[src/design/drbe_pkg.sv]
// Shared types and constants for the DER REAL binary encoder.
package drbe_pkg;

  typedef enum logic [2:0] {
    KIND_NORMAL,
    KIND_NAN,
    KIND_PINF,
    KIND_NINF,
    KIND_PZERO,
    KIND_NZERO,
    KIND_SUBN
  } kind_e;

  localparam logic [7:0] BYTE_NAN   = 8'h42;
  localparam logic [7:0] BYTE_PINF  = 8'h40;
  localparam logic [7:0] BYTE_NINF  = 8'h41;
  localparam logic [7:0] BYTE_NZERO = 8'h43;
  localparam logic [7:0] HDR_BINARY = 8'h80;
  localparam logic [7:0] HDR_NEG    = 8'h40;
  localparam logic [7:0] HDR_LONG   = 8'h01;

  localparam int unsigned MaxBytes = 10;

  typedef struct packed {
    logic        sign;
    logic [10:0] efield;
    logic [51:0] frac;
    kind_e       kind;
    logic [2:0]  nbytes;
  } cls_t;

  typedef struct packed {
    logic               sign;
    kind_e              kind;
    logic [2:0]         nbytes;
    logic [52:0]        mant;
    logic signed [11:0] expv;
  } aln_t;

  typedef struct packed {
    logic [8*MaxBytes-1:0] bytes;
    logic [3:0]            cnt;
    logic                  unsup;
  } pk_t;

endpackage

[src/design/drbe_classify.sv]
// Input capture and classification stages: special values and mantissa octet count.
module drbe_classify (
  input  logic                clk_i,
  input  logic                rst_ni,
  input  logic                in_valid_i,
  input  logic [63:0]         value_i,
  output logic                in_ready_o,
  output logic                out_valid_o,
  output drbe_pkg::cls_t      out_o,
  input  logic                out_ready_i
);

  logic           in_v_q;
  logic [63:0]    in_q;
  logic           out_v_q;
  drbe_pkg::cls_t out_q;
  drbe_pkg::cls_t cls_d;
  logic           out_rdy;

  assign out_rdy    = !out_v_q || out_ready_i;
  assign in_ready_o = !in_v_q || out_rdy;

  always_comb begin
    cls_d.sign   = in_q[63];
    cls_d.efield = in_q[62:52];
    cls_d.frac   = in_q[51:0];
    cls_d.kind   = drbe_pkg::KIND_NORMAL;
    if (in_q[62:52] == 11'h7ff) begin
      if (in_q[51:0] != 52'd0) cls_d.kind = drbe_pkg::KIND_NAN;
      else if (in_q[63]) cls_d.kind = drbe_pkg::KIND_NINF;
      else cls_d.kind = drbe_pkg::KIND_PINF;
    end else if (in_q[62:52] == 11'd0) begin
      if (in_q[51:0] != 52'd0) cls_d.kind = drbe_pkg::KIND_SUBN;
      else if (in_q[63]) cls_d.kind = drbe_pkg::KIND_NZERO;
      else cls_d.kind = drbe_pkg::KIND_PZERO;
    end
    if (in_q[7:0] != 8'd0) cls_d.nbytes = 3'd7;
    else if (in_q[15:8] != 8'd0) cls_d.nbytes = 3'd6;
    else if (in_q[23:16] != 8'd0) cls_d.nbytes = 3'd5;
    else if (in_q[31:24] != 8'd0) cls_d.nbytes = 3'd4;
    else if (in_q[39:32] != 8'd0) cls_d.nbytes = 3'd3;
    else if (in_q[47:40] != 8'd0) cls_d.nbytes = 3'd2;
    else cls_d.nbytes = 3'd1;
  end

  always_ff @(posedge clk_i or negedge rst_ni) begin
    if (!rst_ni) begin
      in_v_q  <= 1'b0;
      out_v_q <= 1'b0;
    end else begin
      if (in_ready_o) in_v_q <= in_valid_i;
      if (out_rdy) out_v_q <= in_v_q;
    end
  end

  always_ff @(posedge clk_i) begin
    if (in_ready_o && in_valid_i) in_q <= value_i;
    if (out_rdy && in_v_q) out_q <= cls_d;
  end

  assign out_valid_o = out_v_q;
  assign out_o       = out_q;

endmodule

[src/design/drbe_align.sv]
// Mantissa trim and odd-forcing stages with exponent adjustment.
module drbe_align (
  input  logic           clk_i,
  input  logic           rst_ni,
  input  logic           in_valid_i,
  input  drbe_pkg::cls_t in_i,
  output logic           in_ready_o,
  output logic           out_valid_o,
  output drbe_pkg::aln_t out_o,
  input  logic           out_ready_i
);

  logic           mid_v_q;
  drbe_pkg::aln_t mid_q;
  drbe_pkg::aln_t mid_d;
  logic           out_v_q;
  drbe_pkg::aln_t out_q;
  drbe_pkg::aln_t out_d;
  logic           out_rdy;
  logic [52:0]    m53;
  logic [2:0]     tz;

  assign out_rdy    = !out_v_q || out_ready_i;
  assign in_ready_o = !mid_v_q || out_rdy;

  // trim trailing zero octets
  always_comb begin
    m53          = {1'b1, in_i.frac};
    mid_d.sign   = in_i.sign;
    mid_d.kind   = in_i.kind;
    mid_d.nbytes = in_i.nbytes;
    case (in_i.nbytes)
      3'd7:    mid_d.mant = m53;
      3'd6:    mid_d.mant = m53 >> 8;
      3'd5:    mid_d.mant = m53 >> 16;
      3'd4:    mid_d.mant = m53 >> 24;
      3'd3:    mid_d.mant = m53 >> 32;
      3'd2:    mid_d.mant = m53 >> 40;
      default: mid_d.mant = m53 >> 48;
    endcase
    mid_d.expv = $signed({1'b0, in_i.efield}) - 12'sd1019
               - $signed({6'd0, in_i.nbytes, 3'd0});
  end

  // shift right until odd; the low octet is never zero here
  always_comb begin
    tz = 3'd7;
    for (int i = 7; i >= 0; i--) begin
      if (mid_q.mant[i]) tz = 3'(i);
    end
    out_d      = mid_q;
    out_d.mant = mid_q.mant >> tz;
    out_d.expv = mid_q.expv + $signed({9'd0, tz});
  end

  always_ff @(posedge clk_i or negedge rst_ni) begin
    if (!rst_ni) begin
      mid_v_q <= 1'b0;
      out_v_q <= 1'b0;
    end else begin
      if (in_ready_o) mid_v_q <= in_valid_i;
      if (out_rdy) out_v_q <= mid_v_q;
    end
  end

  always_ff @(posedge clk_i) begin
    if (in_ready_o && in_valid_i) mid_q <= mid_d;
    if (out_rdy && mid_v_q) out_q <= out_d;
  end

  assign out_valid_o = out_v_q;
  assign out_o       = out_q;

endmodule

[src/design/drbe_pack.sv]
// Octet packing stage: header, exponent and mantissa octets, left aligned.
module drbe_pack (
  input  logic           clk_i,
  input  logic           rst_ni,
  input  logic           in_valid_i,
  input  drbe_pkg::aln_t in_i,
  output logic           in_ready_o,
  output logic           out_valid_o,
  output drbe_pkg::pk_t  out_o,
  input  logic           out_ready_i
);

  logic          v_q;
  drbe_pkg::pk_t pk_q;
  drbe_pkg::pk_t pk_d;
  logic [55:0]   mal;
  logic [15:0]   e16;
  logic          short_exp;
  logic [7:0]    hdr;

  assign in_ready_o = !v_q || out_ready_i;

  always_comb begin
    case (in_i.nbytes)
      3'd7:    mal = {3'd0, in_i.mant};
      3'd6:    mal = {in_i.mant[47:0], 8'd0};
      3'd5:    mal = {in_i.mant[39:0], 16'd0};
      3'd4:    mal = {in_i.mant[31:0], 24'd0};
      3'd3:    mal = {in_i.mant[23:0], 32'd0};
      3'd2:    mal = {in_i.mant[15:0], 40'd0};
      default: mal = {in_i.mant[7:0], 48'd0};
    endcase
    e16       = 16'(in_i.expv);
    short_exp = (in_i.expv >= -12'sd128) && (in_i.expv <= 12'sd127);
    hdr       = drbe_pkg::HDR_BINARY | (in_i.sign ? drbe_pkg::HDR_NEG : 8'd0);
    pk_d.unsup = 1'b0;
    pk_d.cnt   = 4'd1;
    pk_d.bytes = '0;
    case (in_i.kind)
      drbe_pkg::KIND_NORMAL: begin
        if (short_exp) begin
          pk_d.bytes = {hdr, e16[7:0], mal, 8'd0};
          pk_d.cnt   = 4'd2 + {1'b0, in_i.nbytes};
        end else begin
          pk_d.bytes = {hdr | drbe_pkg::HDR_LONG, e16[15:8], e16[7:0], mal};
          pk_d.cnt   = 4'd3 + {1'b0, in_i.nbytes};
        end
      end
      drbe_pkg::KIND_NAN:   pk_d.bytes = {drbe_pkg::BYTE_NAN, 72'd0};
      drbe_pkg::KIND_PINF:  pk_d.bytes = {drbe_pkg::BYTE_PINF, 72'd0};
      drbe_pkg::KIND_NINF:  pk_d.bytes = {drbe_pkg::BYTE_NINF, 72'd0};
      drbe_pkg::KIND_NZERO: pk_d.bytes = {drbe_pkg::BYTE_NZERO, 72'd0};
      drbe_pkg::KIND_SUBN:  pk_d.unsup = 1'b1;
      default:              pk_d.cnt   = 4'd0;
    endcase
  end

  always_ff @(posedge clk_i or negedge rst_ni) begin
    if (!rst_ni) begin
      v_q <= 1'b0;
    end else if (in_ready_o) begin
      v_q <= in_valid_i;
    end
  end

  always_ff @(posedge clk_i) begin
    if (in_ready_o && in_valid_i) pk_q <= pk_d;
  end

  assign out_valid_o = v_q;
  assign out_o       = pk_q;

endmodule

[src/design/drbe_serializer.sv]
// Output serializer: shifts one packed item out one octet per cycle.
module drbe_serializer (
  input  logic          clk_i,
  input  logic          rst_ni,
  input  logic          in_valid_i,
  input  drbe_pkg::pk_t in_i,
  output logic          in_ready_o,
  output logic          strobe_o,
  output logic [7:0]    out_byte_o,
  output logic          last_byte_o,
  output logic          unsupported_o
);

  logic                            v_q;
  logic [3:0]                      cnt_q;
  logic [8*drbe_pkg::MaxBytes-1:0] buf_q;
  logic                            unsup_q;

  assign in_ready_o = !v_q || (cnt_q == 4'd1);

  always_ff @(posedge clk_i or negedge rst_ni) begin
    if (!rst_ni) begin
      v_q   <= 1'b0;
      cnt_q <= 4'd0;
    end else if (in_ready_o && in_valid_i) begin
      v_q   <= (in_i.cnt != 4'd0);
      cnt_q <= in_i.cnt;
    end else if (v_q) begin
      v_q   <= (cnt_q != 4'd1);
      cnt_q <= cnt_q - 4'd1;
    end
  end

  always_ff @(posedge clk_i) begin
    if (in_ready_o && in_valid_i) begin
      buf_q   <= in_i.bytes;
      unsup_q <= in_i.unsup;
    end else if (v_q) begin
      buf_q <= {buf_q[8*drbe_pkg::MaxBytes-9:0], 8'd0};
    end
  end

  assign strobe_o      = v_q;
  assign out_byte_o    = buf_q[8*drbe_pkg::MaxBytes-1 -: 8];
  assign last_byte_o   = (cnt_q == 4'd1);
  assign unsupported_o = unsup_q;

  a_cnt_range : assert property (@(posedge clk_i) disable iff (!rst_ni)
    v_q |-> (cnt_q != 4'd0) && (cnt_q <= 4'(drbe_pkg::MaxBytes)))
    else $error("serializer count out of range");

  a_unsup_single : assert property (@(posedge clk_i) disable iff (!rst_ni)
    v_q && unsup_q |-> cnt_q == 4'd1)
    else $error("unsupported beat is not a single beat");

  a_no_gap : assert property (@(posedge clk_i) disable iff (!rst_ni)
    v_q && (cnt_q != 4'd1) |=> v_q && (cnt_q == $past(cnt_q) - 4'd1))
    else $error("item beats not contiguous");

endmodule

[src/design/der_real_binary_encoder_top.sv]
// DER REAL (binary, base 2) content octet encoder, top level.
// Takes a raw binary64 pattern on start/busy and streams the content octets one beat
// per cycle on strobe_o, last_byte_o marking the final beat of an item. The receiver
// cannot hold beats off: each beat is on the ports for its one strobe cycle only.
// On acceptance a value passes the classify in and out registers, the align mid and out
// registers and the pack register before it loads the serializer buffer. The output
// runs at one octet per cycle; an item has one octet for a special value, three to ten
// for a normal value, none for plus zero. The item rate is set by the octet serializer;
// the five pipeline stages ahead of it absorb short bursts, and busy rises once they fill.
module der_real_binary_encoder_top (
  input  logic        clk_i,
  input  logic        rst_ni,
  input  logic        start,
  output logic        busy,
  input  logic [63:0] value_bits_i,
  output logic        strobe_o,
  output logic [7:0]  out_byte_o,
  output logic        last_byte_o,
  output logic        unsupported_o
);

  logic           in_ready;
  logic           cls_v;
  logic           cls_rdy;
  drbe_pkg::cls_t cls;
  logic           aln_v;
  logic           aln_rdy;
  drbe_pkg::aln_t aln;
  logic           pk_v;
  logic           pk_rdy;
  drbe_pkg::pk_t  pk;

  assign busy = !in_ready;

  drbe_classify u_classify (
    .clk_i       (clk_i),
    .rst_ni      (rst_ni),
    .in_valid_i  (start),
    .value_i     (value_bits_i),
    .in_ready_o  (in_ready),
    .out_valid_o (cls_v),
    .out_o       (cls),
    .out_ready_i (cls_rdy)
  );

  drbe_align u_align (
    .clk_i       (clk_i),
    .rst_ni      (rst_ni),
    .in_valid_i  (cls_v),
    .in_i        (cls),
    .in_ready_o  (cls_rdy),
    .out_valid_o (aln_v),
    .out_o       (aln),
    .out_ready_i (aln_rdy)
  );

  drbe_pack u_pack (
    .clk_i       (clk_i),
    .rst_ni      (rst_ni),
    .in_valid_i  (aln_v),
    .in_i        (aln),
    .in_ready_o  (aln_rdy),
    .out_valid_o (pk_v),
    .out_o       (pk),
    .out_ready_i (pk_rdy)
  );

  drbe_serializer u_serializer (
    .clk_i         (clk_i),
    .rst_ni        (rst_ni),
    .in_valid_i    (pk_v),
    .in_i          (pk),
    .in_ready_o    (pk_rdy),
    .strobe_o      (strobe_o),
    .out_byte_o    (out_byte_o),
    .last_byte_o   (last_byte_o),
    .unsupported_o (unsupported_o)
  );

endmodule
[config.mk]
export PLATFORM = sky130hd
export DESIGN_NAME = der_real_binary_encoder_top
export DESIGN_NICKNAME = d
export VERILOG_FILES = /design/src/design/drbe_pkg.sv /design/src/design/drbe_classify.sv /design/src/design/drbe_align.sv /design/src/design/drbe_pack.sv /design/src/design/drbe_serializer.sv /design/src/design/der_real_binary_encoder_top.sv
export SDC_FILE = /design/constraint.sdc
export NUM_CORES = 1
export LEC_CHECK = 0
export ABC_AREA = 1
export BUFFER_PORTS_ARGS = -buffer_cell sky130_fd_sc_hd__buf_2
export CAP_MARGIN = 25
export CORE_MARGIN = 2
export CORE_UTILIZATION = 60
export DETAILED_ROUTE_END_ITERATION = 16
export HOLD_SLACK_MARGIN = 0.02
export PLACE_DENSITY = 0.82
export RECOVER_POWER = 25
export SETUP_SLACK_MARGIN = 0.1
export SYNTH_ARGS = -nofsm -noshare
export SYNTH_HDL_FRONTEND = slang
export SYNTH_SLANG_ARGS = --single-unit
[constraint.sdc]
create_clock -name clk_i -period 6.8 [get_ports clk_i]
set_input_delay 1.02 -clock clk_i [delete_from_list [all_inputs] [get_ports clk_i]]
set_output_delay 1.02 -clock clk_i [all_outputs]
set_load 0.02 [all_outputs]
### Word-level counts from Yosys, hierarchy flattened

Cells that the tools add are included.

* $lt $le $gt $ge: 2
* add/subtract/negate cells: 6
* shift operators: 1
* mux-type cells: 31
* eq/ne operators: 20
* reduce and logical (&&, ||, !) cells: 34

Operators by type and width (count)
* $pmux W80 S5: 1
* $pmux W56 S6: 1
* $pmux W53 S6: 1
* $mux W80: 2
* $mux W77: 1
* $shr A53 B3 Y53: 1
* $reduce_bool A52 Y1: 1
* $reduce_bool A8 Y1: 6
* $eq A3 B3 Y1 const B: 10
* $mux W3: 8
* $eq A3 B2 Y1 const B: 6
* $add A12 B4 Y12: 1
* $ge A12 B8 Y1 const B: 1
* $le A12 B8 Y1 const B: 1
* $mux W2: 6
* $sub A11 B10 Y12 const B: 1
* $sub A12 B7 Y12: 1
* $eq A11 B11 Y1 const B: 1
* $logic_not A11 Y1: 1
* $add A2 B3 Y4 const A: 2
* $mux W4: 2
* $pmux W4 S2: 1
* $logic_and A1 B1 Y1: 7
* $logic_not A1 Y1: 7
* other kinds (13): 24

* output and inout port bits: 12
* word-level logic and storage cells: 124
* input bits: 67
* register bits: 454

### Logic depth before layout (Yosys ltp)

Gate-level depths: netlist of run 1.

* word-level depth: 8
* gate-level depth with buffers: 16
* mapped depth without buffers: 15

### Modules after synthesis

From an unflattened synthesis of run 1, not the netlist that was laid out.

* cells, all modules: 2161
* area, all modules: 21848.5 µm²

By module, submodules not included
* drbe_align: times used 1, sequential area each 4374.2 µm², area an instance 8140.3 µm², cells an instance 874
* drbe_pack: times used 1, sequential area each 2457.4 µm², area an instance 5405.2 µm², cells an instance 678
* drbe_classify: times used 1, sequential area each 4073.9 µm², area an instance 4459.3 µm², cells an instance 223
* drbe_serializer: times used 1, sequential area each 2557.5 µm², area an instance 3839.9 µm², cells an instance 385
* der_real_binary_encoder_top: times used 1, sequential area each 0.0 µm², area an instance 3.8 µm², cells an instance 1

### Least setup slack after synthesis of run 1

OpenSTA, ideal clock, no wires.

* kind: flip-flop to flip-flop
* start point: reg u_serializer.cnt_q[1]
* end point: reg u_classify.out_q (netlist bit u_classify.out_o[0]) (enable)
* period minus slack after synthesis: 4.812 ns
* path slack: 1.988 ns
* cell stages (with the launch flop): 7
* library setup time: 0.522 ns
* path buffers: 0
* arrival time: 4.290 ns
* cells stage by stage: dfrtp_1 inv_1 ha_1 nand3_1 nand4_1 nor2_1 a21oi_1

* longest elaborated chain between the ends: 7

RTL lines
* from (decl): RTL line drbe_serializer.sv:15 `logic [3:0] cnt_q;`
* from (signal assigned): RTL line drbe_serializer.sv:27 `cnt_q <= in_i.cnt;`
* from (signal assigned): RTL line drbe_serializer.sv:30 `cnt_q <= cnt_q - 4'd1;`
* $eq A4 B1 Y1: RTL line drbe_serializer.sv:19 `assign in_ready_o = !v_q || (cnt_q == 4'd1);`
* $logic_or A1 B1 Y1: RTL line drbe_serializer.sv:19
* $logic_or A1 B1 Y1: RTL line drbe_pack.sv:21 `assign in_ready_o = !v_q || out_ready_i;`
* $logic_or A1 B1 Y1: RTL line drbe_align.sv:23 `assign out_rdy = !out_v_q || out_ready_i;`
* $logic_or A1 B1 Y1: RTL line drbe_align.sv:24 `assign in_ready_o = !mid_v_q || out_rdy;`
* $logic_or A1 B1 Y1: RTL line drbe_classify.sv:20 `assign out_rdy = !out_v_q || out_ready_i;`
* $logic_and A1 B1 Y1: RTL line drbe_classify.sv:58 `if (out_rdy && in_v_q) out_q <= cls_d;`
* to (signal assigned): RTL line drbe_classify.sv:58
* to (decl): RTL line drbe_classify.sv:16 `drbe_pkg::cls_t out_q;`

No other way between the ends.
A chain may end at the register's enable or synchronous reset.

### Worst setup path after layout of run 1

* start point: reg u_pack.v_q (netlist: u_pack.out_valid_o)
* end point: reg u_serializer.buf_q[55] (netlist bit) (enable)

* longest elaborated chain between the ends: 2

RTL lines
* from (decl): RTL line drbe_pack.sv:13 `logic v_q;`
* from (signal assigned): RTL line drbe_pack.sv:62 `v_q <= in_valid_i;`
* $logic_and A1 B1 Y1: RTL line drbe_serializer.sv:35 `if (in_ready_o && in_valid_i) begin`
* $reduce_bool A2 Y1 (no line)
* to (signal assigned): RTL line drbe_serializer.sv:36 `buf_q <= in_i.bytes;`
* to (signal assigned): RTL line drbe_serializer.sv:39 `buf_q <= {buf_q[8*drbe_pkg::MaxBytes-9:0], 8'd0};`
* to (decl): RTL line drbe_serializer.sv:16 `logic [8*drbe_pkg::MaxBytes-1:0] buf_q;`

No other way between the ends.

==> key figures, run 1 <==
Global route
  • Met3 usage: 3.22%
  • Largest net degree at the start of global routing: 77
  • Met1 GRT Util: 35.2%
  • GRT Total Usage: 27.7%
  • Initial antenna violation count: 0
  • First-pass GRT wire length: 78400 um
  • Busiest grt layer: met2
  • Vias in the first global route: 14900
  • Met2 usage: 46.8%
  • Total congestion overflow: 0

Clocking
  • Clk buf depth: 3
  • Postcts setup bufs: 0
  • Post-cts repair resize count: 0
  • CTS buffer count: 45
  • CTS tree: done
  • Worst-Skew Late Latency: 0.58 ns
  • Clock root buffer: clkbuf_16
  • Post-CTS Hold Fix Bufs: 0
  • Clock sink count: 450
  • H-tree depth: 2
  • Reg clk slew, reported paths: 0.06 ns

Synthesis
  • Post-synth ARST share: 2.22%
  • Synth warn: 0
  • Flop and latch count out of synthesis: 450
  • Synth Net Count: 2158
  • Post-synth top flop: edfxtp_1
  • Sequential cell area fraction in the yosys report: 63.5%
  • Gate Count Post-Synth: 2065
  • Synth Cell Area: 21200 um2
  • Avg Inst Size Synth: 10.3 um2
  • Count of different cell masters after synthesis: 46
  • Number of flops mapped to enable cells by yosys: 440

Final layout
  • # diodes: 0
  • Post-layout util: 67.2%
  • Layout cell share with drive strength beyond 1: 8.43%
  • Final net count: 2193
  • Synthesis-to-layout area growth: 9.81%

Critical path
  • Crit-path max FO: 76
  • CP Data Required Time: 6.88 ns
  • Kind of critical path: reg -> reg
  • Crit end category: flip-flop
  • CP Launch Type: flip-flop
  • Data arrival, critical path: 4.54 ns

Timing
  • Actual slew at the worst max-slew pin: 4.05 ns
  • Final Critical Period: 4.46 ns
  • Max Clock Skew: 0.0250 ns
  • Slew headroom: -170%
  • Setup TNS: 0 ns
  • Final hold viol count: 0
  • RSZ-0062 raised after global routing: false
  • Slew Limit Fails: 113
  • Final setup vio count: 0
  • Fmax: 0.224 GHz
  • Tcrit/Tclk final: 65.5%

Status
  • Violations in the final reports: capacitance limit, slew limit
  • Status: complete, but fails checks

Power and ir drop
  • Power per cell area: 510 nW/um2
  • Switching share of total power: 37.1%
  • Comb pwr share: 32.2%
  • Clock share of power: 21.6%
  • Switch Pwr: 0.00441 W
  • Sequential Power Share: 46.2%
  • Maximum VDD drop: 0.000353 V
  • Total power: 0.0119 W
  • Leakage: 9.49 nW
  • Pint: 0.00747 W

Place
  • Port bufs: 78
  • Detailed Place HPWL: 34000 um
  • Final GP Congestion: 0.940

Routing
  • # DRC: 0
  • Post-route antenna net violation count: 0
  • Routed wire per std cell: 19.1 um
  • Via count: 15500
  • Routed wire length: 49400 um
  • Via density: 5.97
  • DRT Pass-1 Iters: 6
  • Initial DRC count: 1437

Die
  • Num ports: 79
  • FP Rows: 68
  • Die ar.: 36900 um2
  • Die H: 192 um
  • Core Region: 34600 um2
  • Initial Util: 61.2%
  • Die Width: 192 um

Flow run
  • Max-cap violations: 2

Hold path
  • Hold/Removal Path Class: in -> async
cell families (layout without fill, tap and decap cells):
group	Yosys count	in the layout	share of synthesized area, %
AND/OR/NAND/NOR	1016	1016	20.3
flip-flops	450	450	63.5
AO/OA/AOI/OAI	283	283	8.45
buffers and inverters	273	344	5.48
adder cells (fa/ha/maj)	26	26	1.57
XOR/XNOR	17	17	0.702
path summary, 6_finish.rpt:
path | cells past startpoint | slack (ns) | from | to
worst max-delay path | 2 | 2.34 | u_pack.out_valid_o$_DFFE_PN0P_ | u_serializer.buf_q[55]$_DFFE_PP_
worst min-delay path | 1 | 0.40 | rst_ni | u_pack.out_valid_o$_DFFE_PN0P_
worst max register to register | 2 | 2.34 | u_pack.out_valid_o$_DFFE_PN0P_ | u_serializer.buf_q[55]$_DFFE_PP_
worst min register to register | 0 | 0.42 | u_pack.out_o[0]$_DFFE_PP_ | u_serializer.unsupported_o$_DFFE_PP_
max in group asynchronous | 1 | 6.03 | rst_ni | u_align.mid_v_q$_DFFE_PN0P_
min in group clk_i | 0 | 0.42 | u_pack.out_o[0]$_DFFE_PP_ | u_serializer.unsupported_o$_DFFE_PP_
worst max-delay path: stages (launching register included):
cell and delay, ns:
dfrtp_1 0.39, or2_0 0.59, clkbuf_1 2.87
power groups by stage:
| stage | registers (W) | clock network (W) | logic, W |
|---|---|---|---|
| finish | 0.00549 | 0.00257 | 0.00382 |
| global route | 0.00559 | 0.00268 | 0.00433 |
| CTS | 0.00548 | 0.00259 | 0.00379 |
| detailed placement | 0.00552 | 0 | 0.00377 |
| global placement | 0.00550 | 0 | 0.00368 |
| floorplan | 0.00530 | 0 | 0.00288 |
state kept, by name, indices dropped and copies added, names as in the netlist:
register	count
u_classify.in_q	64
u_align.mid_v_q	1
u_serializer.cnt_q	4
u_pack.out_o	81
u_align.out_valid_o	1
u_serializer.buf_q	80
u_classify.out_o	70
u_classify.out_valid_o	1
u_pack.out_valid_o	1
u_serializer.strobe_o	1
u_classify.in_v_q	1
u_align.mid_q	72
u_serializer.unsupported_o	1
u_align.out_o	72
layout make-up:
class	instances	area, um2
clock buffer	57	1210
clock inverter	26	313
fill	2566	11300
inverter	164	616
multi-input combinational	1342	6590
sequential	450	13500
tap	455	569
timing repair buffer	97	519
metrics by stage:
stage	setup slack, ns	hold WS [ns]	cells	area [um2]
floorplan	1.99	0.400	2065	21200
global placement	3.44	0.404	2508	21800
detailed placement	3.36	0.406	2508	21800
CTS	3.24	0.272	2591	23300
global route	1.92	0.427	2591	23300
finish	2.34	0.395	2591	23300
synth_stat cells (2+ instances only):
cell type	number	share of area (%)
xor2_1	12	0.50
o221ai_1	17	0.70
ha_1	25	1.5
o2111ai_1	13	0.54
edfxtp_1	440	62
clkbuf_1	36	0.64
nor2_1	132	2.3
xnor2_1	5	0.21
buf_4	15	0.53
nand3_1	304	7.2
nand4_1	11	0.32
nor4_1	2	0.059
a22oi_1	28	0.99
or2_2	4	0.12
inv_2	8	0.14
or2_1	4	0.12
buf_1	4	0.071
a31oi_1	3	0.089
o21ai_0	64	1.5
buf_2	51	1.2
clkinv_1	4	0.071
nand2_1	540	9.6
buf_6	2	0.11
nor3_1	8	0.19
o22ai_1	102	3.0
o211ai_1	12	0.42
a21boi_0	2	0.071
inv_1	152	2.7
nand2_2	6	0.18
a21oi_1	34	0.80
dfrtp_1	10	1.2
cells in the final DEF (no fill, tap or decap), types with 2 or more instances in the layout:
cell | synthesis | routed
nand2_1 | 540 | 539
edfxtp_1 | 440 | 440
nand3_1 | 304 | 304
inv_1 | 152 | 150
nor2_1 | 132 | 131
o22ai_1 | 102 | 102
buf_2 | 51 | 76
o21ai_0 | 64 | 64
clkbuf_16 | 0 | 47
a21oi_1 | 34 | 33
a22oi_1 | 28 | 28
ha_1 | 25 | 25
o221ai_1 | 17 | 17
buf_4 | 15 | 16
clkinv_1 | 4 | 15
clkbuf_1 | 36 | 15
o2111ai_1 | 13 | 13
xor2_1 | 12 | 12
o211ai_1 | 12 | 12
nand4_1 | 11 | 11
dfrtp_1 | 10 | 10
inv_2 | 8 | 9
nor3_1 | 8 | 9
nand2_2 | 6 | 7
bufinv_16 | 0 | 7
xnor2_1 | 5 | 5
or2_1 | 4 | 4
inv_6 | 0 | 4
a31oi_1 | 3 | 3
or2_2 | 4 | 3
clkinv_2 | 0 | 3
a21boi_0 | 2 | 2
nor2_4 | 1 | 2
nor4_1 | 2 | 2
clkinvlp_4 | 0 | 2
metal layers:
metal,wire [um],vias up
met2,24200,648
met1,19800,7300
met5,0,-
li1,-,7361
met3,2660,148
met4,2720,0
Power figures use the tool's default switching activity.
==> run 2: changes to the inputs <==
==> constraint.sdc (replaced) <==
create_clock -name clk_i -period 4.6 [get_ports clk_i]
set_input_delay 0.69 -clock clk_i [delete_from_list [all_inputs] [get_ports clk_i]]
set_output_delay 0.69 -clock clk_i [all_outputs]
set_load 0.02 [all_outputs]
==> run 2 against run 1 <==
Compared with the run above:
- the run still ends with capacitance limit, slew limit left
- sequential power rose by 47%
- sequential share of layout area is 0.18 points lower
- via count down 0.41%
- worst setup slack lost 1.2 ns
- utilization is 0.21 points higher
==> key figures, run 2 (same netlist as run 1, synthesis figures left out) <==
Critical path
  • Internal reg-to-reg setup slack: 1.16 ns
  • CP delay by family, top: simple AND/OR/NAND/NOR gates
  • CP Launch Type: flip-flop
  • CP Data Required Time: 4.83 ns
  • Reg2reg start: u_pack.out_valid_o$_DFFE_PN0P_
  • Reg-to-reg critical path endpoint: u_serializer.buf_q[79]$_DFFE_PP_
  • Crit-path max FO: 66
  • Number of buffers and inverters on the critical path: 1
  • Critical path launch point: u_pack.out_valid_o$_DFFE_PN0P_
  • Worst r2r path cells: 2
  • Critical path depth: 2
  • Slowest cell on crit path: or2_1
  • Crit end category: flip-flop
  • Data arrival, critical path: 3.67 ns
  • CP max stage delay: 2.04 ns
  • Kind of critical path: reg -> reg
  • CP endpoint: u_serializer.buf_q[79]$_DFFE_PP_
  • Critical-path cell list: or2_1, buf_4

Timing
  • Final setup vio count: 0
  • Actual slew at the worst max-slew pin: 2.83 ns
  • Final hold viol count: 0
  • Tcrit/Tclk final: 74.8%
  • Setup TNS: 0 ns
  • Max Clock Skew: 0.0141 ns
  • RSZ-0062 raised after global routing: false
  • Final worst slack: 1.16 ns
  • Hold WS: 0.294 ns
  • Slew headroom: -88.5%
  • Final Critical Period: 3.44 ns
  • Slew Limit Fails: 104
  • Fmax: 0.291 GHz

Clocking
  • Clock root buffer: clkbuf_16
  • CTS buffer count: 46
  • Clk buf depth: 3
  • Clock sink count: 450
  • Postcts setup bufs: 0
  • CTS tree: done
  • Worst-Skew Late Latency: 0.57 ns
  • Reg clk slew, reported paths: 0.06 ns
  • H-tree depth: 2

Routing
  • Post-route antenna net violation count: 0
  • Routed wire length: 49000 um
  • Via count: 15400
  • # DRC: 0
  • DRT Pass-1 Iters: 6
  • Via density: 5.92
  • Initial DRC count: 1527
  • Routed wire per std cell: 18.9 um

Final layout
  • Commonest cells after routing, fill and taps aside: nand2_1 (539), edfxtp_1 (440), nand3_1 (304), inv_1 (150), nor2_1 (131)
  • Final net count: 2202
  • # diodes: 0
  • Synthesis-to-layout area growth: 10.2%
  • Finished Layout Cells: 2599
  • Max FFs per register: 81
  • Commonest non-fill, non-tap cell in the layout: nand2_1
  • Layout cell share with drive strength beyond 1: 8.96%
  • Fill count: 2570

Place
  • Cell count after placement: 2514
  • Final GP Congestion: 0.954
  • Detailed Place HPWL: 34500 um
  • Dpl ws: 1.61 ns
  • Port bufs: 78

Status
  • Status: complete, but fails checks
  • Violations in the final reports: capacitance limit, slew limit

Global route
  • GRT Total Usage: 27.2%
  • Initial antenna violation count: 0
  • Vias in the first global route: 14500
  • First-pass GRT wire length: 77000 um
  • Total congestion overflow: 0
  • Largest net degree at the start of global routing: 85

Hold path
  • Hold/Removal Path Class: in -> reg

Die
  • Core Region: 34600 um2
  • Initial Util: 61.2%
  • FP Rows: 68
  • Num ports: 79
  • Die ar.: 36900 um2
  • Die Width: 192 um
  • Die H: 192 um

Power and ir drop
  • Leakage: 9.54 nW
  • Maximum VDD drop: 0.000470 V
  • Power per cell area: 750 nW/um2

Flow run
  • Max-cap violations: 2
## run 2: cell count changes in the layout (fill, tap and decap cells not counted), sizes merged
cell,before,now
clkinvlp,2,1
inv,163,159
buf,92,102
clkinv,18,25
dlygate4sd3,0,1
bufinv,7,5
clkbuf,62,59
## run 2: metrics by stage
stage               utilization, %  instance area, um2  total power, W
global placement              63.0               21800          0.0136
CTS                           67.4               23400          0.0175
detailed placement            63.0               21800          0.0138
finish                        67.4               23400          0.0175
floorplan                        -               21200          0.0121
global route                  67.4               23400          0.0186
## run 2: what timing repair did
| item | in CTS | in global routing |
|---|---|---|
| gates resized for setup | 0 | 0 |
| hold endpoints to repair | 10 | 0 |
| hold buffers | 1 | 0 |
## run 2: report_power, final
part	internal, W	switching [W]	leakage, nW
clock	0.00222	0.00149	0.740
combinational	0.00167	0.00404	4.36
sequential	0.00714	0.000941	4.45
total	0.0110	0.00647	9.54
## run 2: layout make-up
cell class                      count  area, um2  area share, %
Timing Repair Buffer              105        603           2.58
Tap cell                          455        569           2.44
Inverter                          164        616           2.64
Clock buffer                       57       1260           5.38
Sequential cell                   450      13500           57.6
Clock inverter                     26        260           1.11
Multi-Input combinational cell   1342       6590           28.2
## run 2: per-layer routing
| metal | up-vias | track usage [%] | part of all wire [%] |
|---|---|---|---|
| met5 | - | 0 | 0 |
| met4 | 0 | 14.9 | 5.3 |
| met3 | 139 | 3.29 | 5.8 |
| met2 | 671 | 45.7 | 49 |
| met1 | 7186 | 34.7 | 40 |
| li1 | 7398 | - | - |
## run 2: how the worst min path moves through the flow
stage | start | to | slack (ns) | cells after the start
finish | value_bits_i[29] | u_classify.in_q[29]$_DFFE_PP_ | 0.29 | 1
global route | value_bits_i[3] | u_classify.in_q[3]$_DFFE_PP_ | 0.27 | 1
CTS | value_bits_i[62] | u_classify.in_q[62]$_DFFE_PP_ | 0.27 | 1
detailed placement | u_align.mid_q[69]$_DFFE_PP_ | u_align.out_o[69]$_DFFE_PP_ | 0.41 | 0
global placement | u_align.mid_q[68]$_DFFE_PP_ | u_align.out_o[68]$_DFFE_PP_ | 0.41 | 0
floorplan | rst_ni | u_align.mid_v_q$_DFFE_PN0P_ | 0.39 | 0
==> run 3: changes to the inputs <==
--- a/config.mk
+++ b/config.mk
@@ -9,10 +9,10 @@
 export BUFFER_PORTS_ARGS = -buffer_cell sky130_fd_sc_hd__buf_2
 export CAP_MARGIN = 25
 export CORE_MARGIN = 2
-export CORE_UTILIZATION = 60
+export CORE_UTILIZATION = 56
 export DETAILED_ROUTE_END_ITERATION = 16
 export HOLD_SLACK_MARGIN = 0.02
-export PLACE_DENSITY = 0.82
+export PLACE_DENSITY = 0.8
 export RECOVER_POWER = 25
 export SETUP_SLACK_MARGIN = 0.1
 export SYNTH_ARGS = -nofsm -noshare
==> constraint.sdc (replaced) <==
create_clock -name clk_i -period 3.02 [get_ports clk_i]
set_input_delay 0.453 -clock clk_i [delete_from_list [all_inputs] [get_ports clk_i]]
set_output_delay 0.453 -clock clk_i [all_outputs]
set_load 0.02 [all_outputs]
==> run 3 against run 2 <==
Compared with the run above:
- the flow now finishes without violations
- sequential share of layout area decreased by 0.54 points
- die area up 7.0%
- register-to-register slack lost 0.69 ns
- hold slack worse by 0.25 ns
- global-route usage shrank 1.7 points
- first-iteration DRC count rose by 3.1%
- combinational power up 59%
- worst setup slack got worse by 0.86 ns
- flip-flop and latch count is the same
- power rose by 52%
- final area rose by 0.94%
- clock skew increased by 0.0012 ns
- critical endpoint is now busy
==> key figures, run 3 (same netlist as run 1, synthesis figures left out) <==
Critical path
  • CP max stage delay: 0.40 ns
  • Critical-path cell list: ha_1, nand3_1, nand4_1, nor2_1, nand2_1, nor2_1, buf_2
  • Worst r2r path cells: 5
  • Critical path launch point: u_serializer.cnt_q[0]$_DFFE_PN0P_
  • Crit end category: output pin
  • Number of buffers and inverters on the critical path: 1
  • CP Launch Type: flip-flop
  • Most used cell, CP: nor2_1
  • CP delay by family, top: simple AND/OR/NAND/NOR gates
  • CP endpoint: busy
  • Kind of critical path: reg -> out
  • Reg-to-reg critical path endpoint: u_pack.out_o[3]$_SDFFCE_PN0P_
  • Critical path depth: 7
  • Data arrival, critical path: 2.27 ns
  • Internal reg-to-reg setup slack: 0.47 ns
  • Slowest cell on crit path: dfrtp_1
  • CP Data Required Time: 2.57 ns
  • Reg2reg start: u_align.out_o[69]$_DFFE_PP_
  • Crit-path max FO: 4

Die
  • Core Region: 37500 um2
  • FP Rows: 71
  • Num ports: 79
  • Die ar.: 39400 um2
  • Die Width: 199 um
  • Die H: 199 um
  • Initial Util: 56.6%

Timing
  • Final hold viol count: 0
  • Actual slew at the worst max-slew pin: 1.46 ns
  • Slew headroom: 2.87%
  • RSZ-0062 raised after global routing: false
  • Slew Limit Fails: 0
  • Tcrit/Tclk final: 90.1%
  • Final worst slack: 0.299 ns
  • Max Clock Skew: 0.0152 ns
  • Hold WS: 0.0472 ns
  • Final setup vio count: 0
  • Fmax: 0.368 GHz
  • Setup TNS: 0 ns
  • Final Critical Period: 2.72 ns

Final layout
  • Max FFs per register: 81
  • # diodes: 0
  • Synthesis-to-layout area growth: 11.2%
  • Layout cell share with drive strength beyond 1: 9.53%
  • Commonest non-fill, non-tap cell in the layout: nand2_1
  • Commonest cells after routing, fill and taps aside: nand2_1 (540), edfxtp_1 (440), nand3_1 (304), inv_1 (149), nor2_1 (131)
  • Final net count: 2231
  • Fill count: 2969

Clocking
  • Post-cts repair resize count: 0
  • Clock root buffer: clkbuf_16
  • Clk buf depth: 3
  • Worst-Skew Late Latency: 0.58 ns
  • CTS tree: done
  • Reg clk slew, reported paths: 0.06 ns
  • H-tree depth: 2
  • Post-CTS Hold Fix Bufs: 6
  • Postcts setup bufs: 0
  • Clock sink count: 450
  • CTS buffer count: 44

Global route
  • Vias in the first global route: 14800
  • GRT Total Usage: 25.5%
  • Total congestion overflow: 0
  • First-pass GRT wire length: 77600 um
  • Initial antenna violation count: 0
  • Largest net degree at the start of global routing: 85

Place
  • Port bufs: 78
  • Dpl ws: 0.539 ns
  • Final GP Congestion: 0.936
  • Detailed Place HPWL: 35100 um

Power and ir drop
  • Maximum VDD drop: 0.000641 V
  • Power per cell area: 1130 nW/um2
  • Leakage: 9.61 nW
  • Total power: 0.0265 W

Routing
  • Via density: 5.83
  • # DRC: 0
  • DRT Pass-1 Iters: 6
  • Routed wire per std cell: 18.4 um
  • Initial DRC count: 1575
  • Via count: 15600
  • Routed wire length: 49400 um
  • Post-route antenna net violation count: 0

Status
  • Status: finished clean

Hold path
  • Hold Path Depth: 1
  • Hold/Removal Path Class: in -> reg

Flow run
  • Max-cap violations: 0
run 3: cell types whose count changed in the layout (fill, tap and decap cells not counted), sizes merged:
cell | before | now
bufinv | 5 | 2
inv | 159 | 161
dlygate4sd3 | 1 | 6
clkinvlp | 1 | 2
buf | 102 | 117
clkbuf | 59 | 70
clkinv | 25 | 23
run 3: stage by stage:
step                util, %  area (um2)  cells
global route           62.9       23600   2684
CTS                    63.0       23600   2684
global placement       59.2       22200   2597
finish                 62.9       23600   2684
floorplan                 -       21200   2065
detailed placement     59.2       22200   2597
run 3: cell type report:
type	instances	area (um2)	share of cell area, %
clock buffer	57	1170	4.97
timing repair buffer	136	922	3.91
inverter	164	616	2.61
sequential	450	13500	57.1
multi-input combinational	1342	6580	27.9
clock inverter	24	178	0.754
tap	511	639	2.71
run 3: how the worst min path moves through the flow:
stage               slack, ns              from                                  to
finish                   0.05  value_bits_i[22]       u_classify.in_q[22]$_DFFE_PP_
floorplan                0.16            rst_ni         u_align.mid_v_q$_DFFE_PN0P_
global route             0.03  value_bits_i[39]       u_classify.in_q[39]$_DFFE_PP_
CTS                      0.02  value_bits_i[46]       u_classify.in_q[46]$_DFFE_PP_
detailed placement       0.32            rst_ni  u_classify.out_valid_o$_DFFE_PN0P_
global placement         0.32            rst_ni  u_classify.out_valid_o$_DFFE_PN0P_
run 3: metal layers:
| metal | wire, um | vias to the layer above | global-route usage (%) |
|---|---|---|---|
| met4 | 2460 | 0 | 12.8 |
| met2 | 24100 | 720 | 43.2 |
| met1 | 19700 | 7356 | 32.2 |
| li1 | - | 7436 | - |
| met5 | 0 | - | 0 |
| met3 | 3120 | 137 | 3.54 |
run 3: power by group:
group / switching (W) / leakage (nW) / internal [W] / total [W]
registers: 0.00142 / 4.45 / 0.0109 / 0.0123
clock network: 0.00225 / 0.667 / 0.00292 / 0.00517
logic: 0.00632 / 4.50 / 0.00279 / 0.00910
run 3: worst reg2reg max path, delay by kind of cell, from the launching register on:
family                 cells  cell delay [ns]
AOI/OAI and AO/OA          1             0.57
and+or+nand+nor            2             0.85
buffers and inverters      2             0.38
DFF                        1             0.45
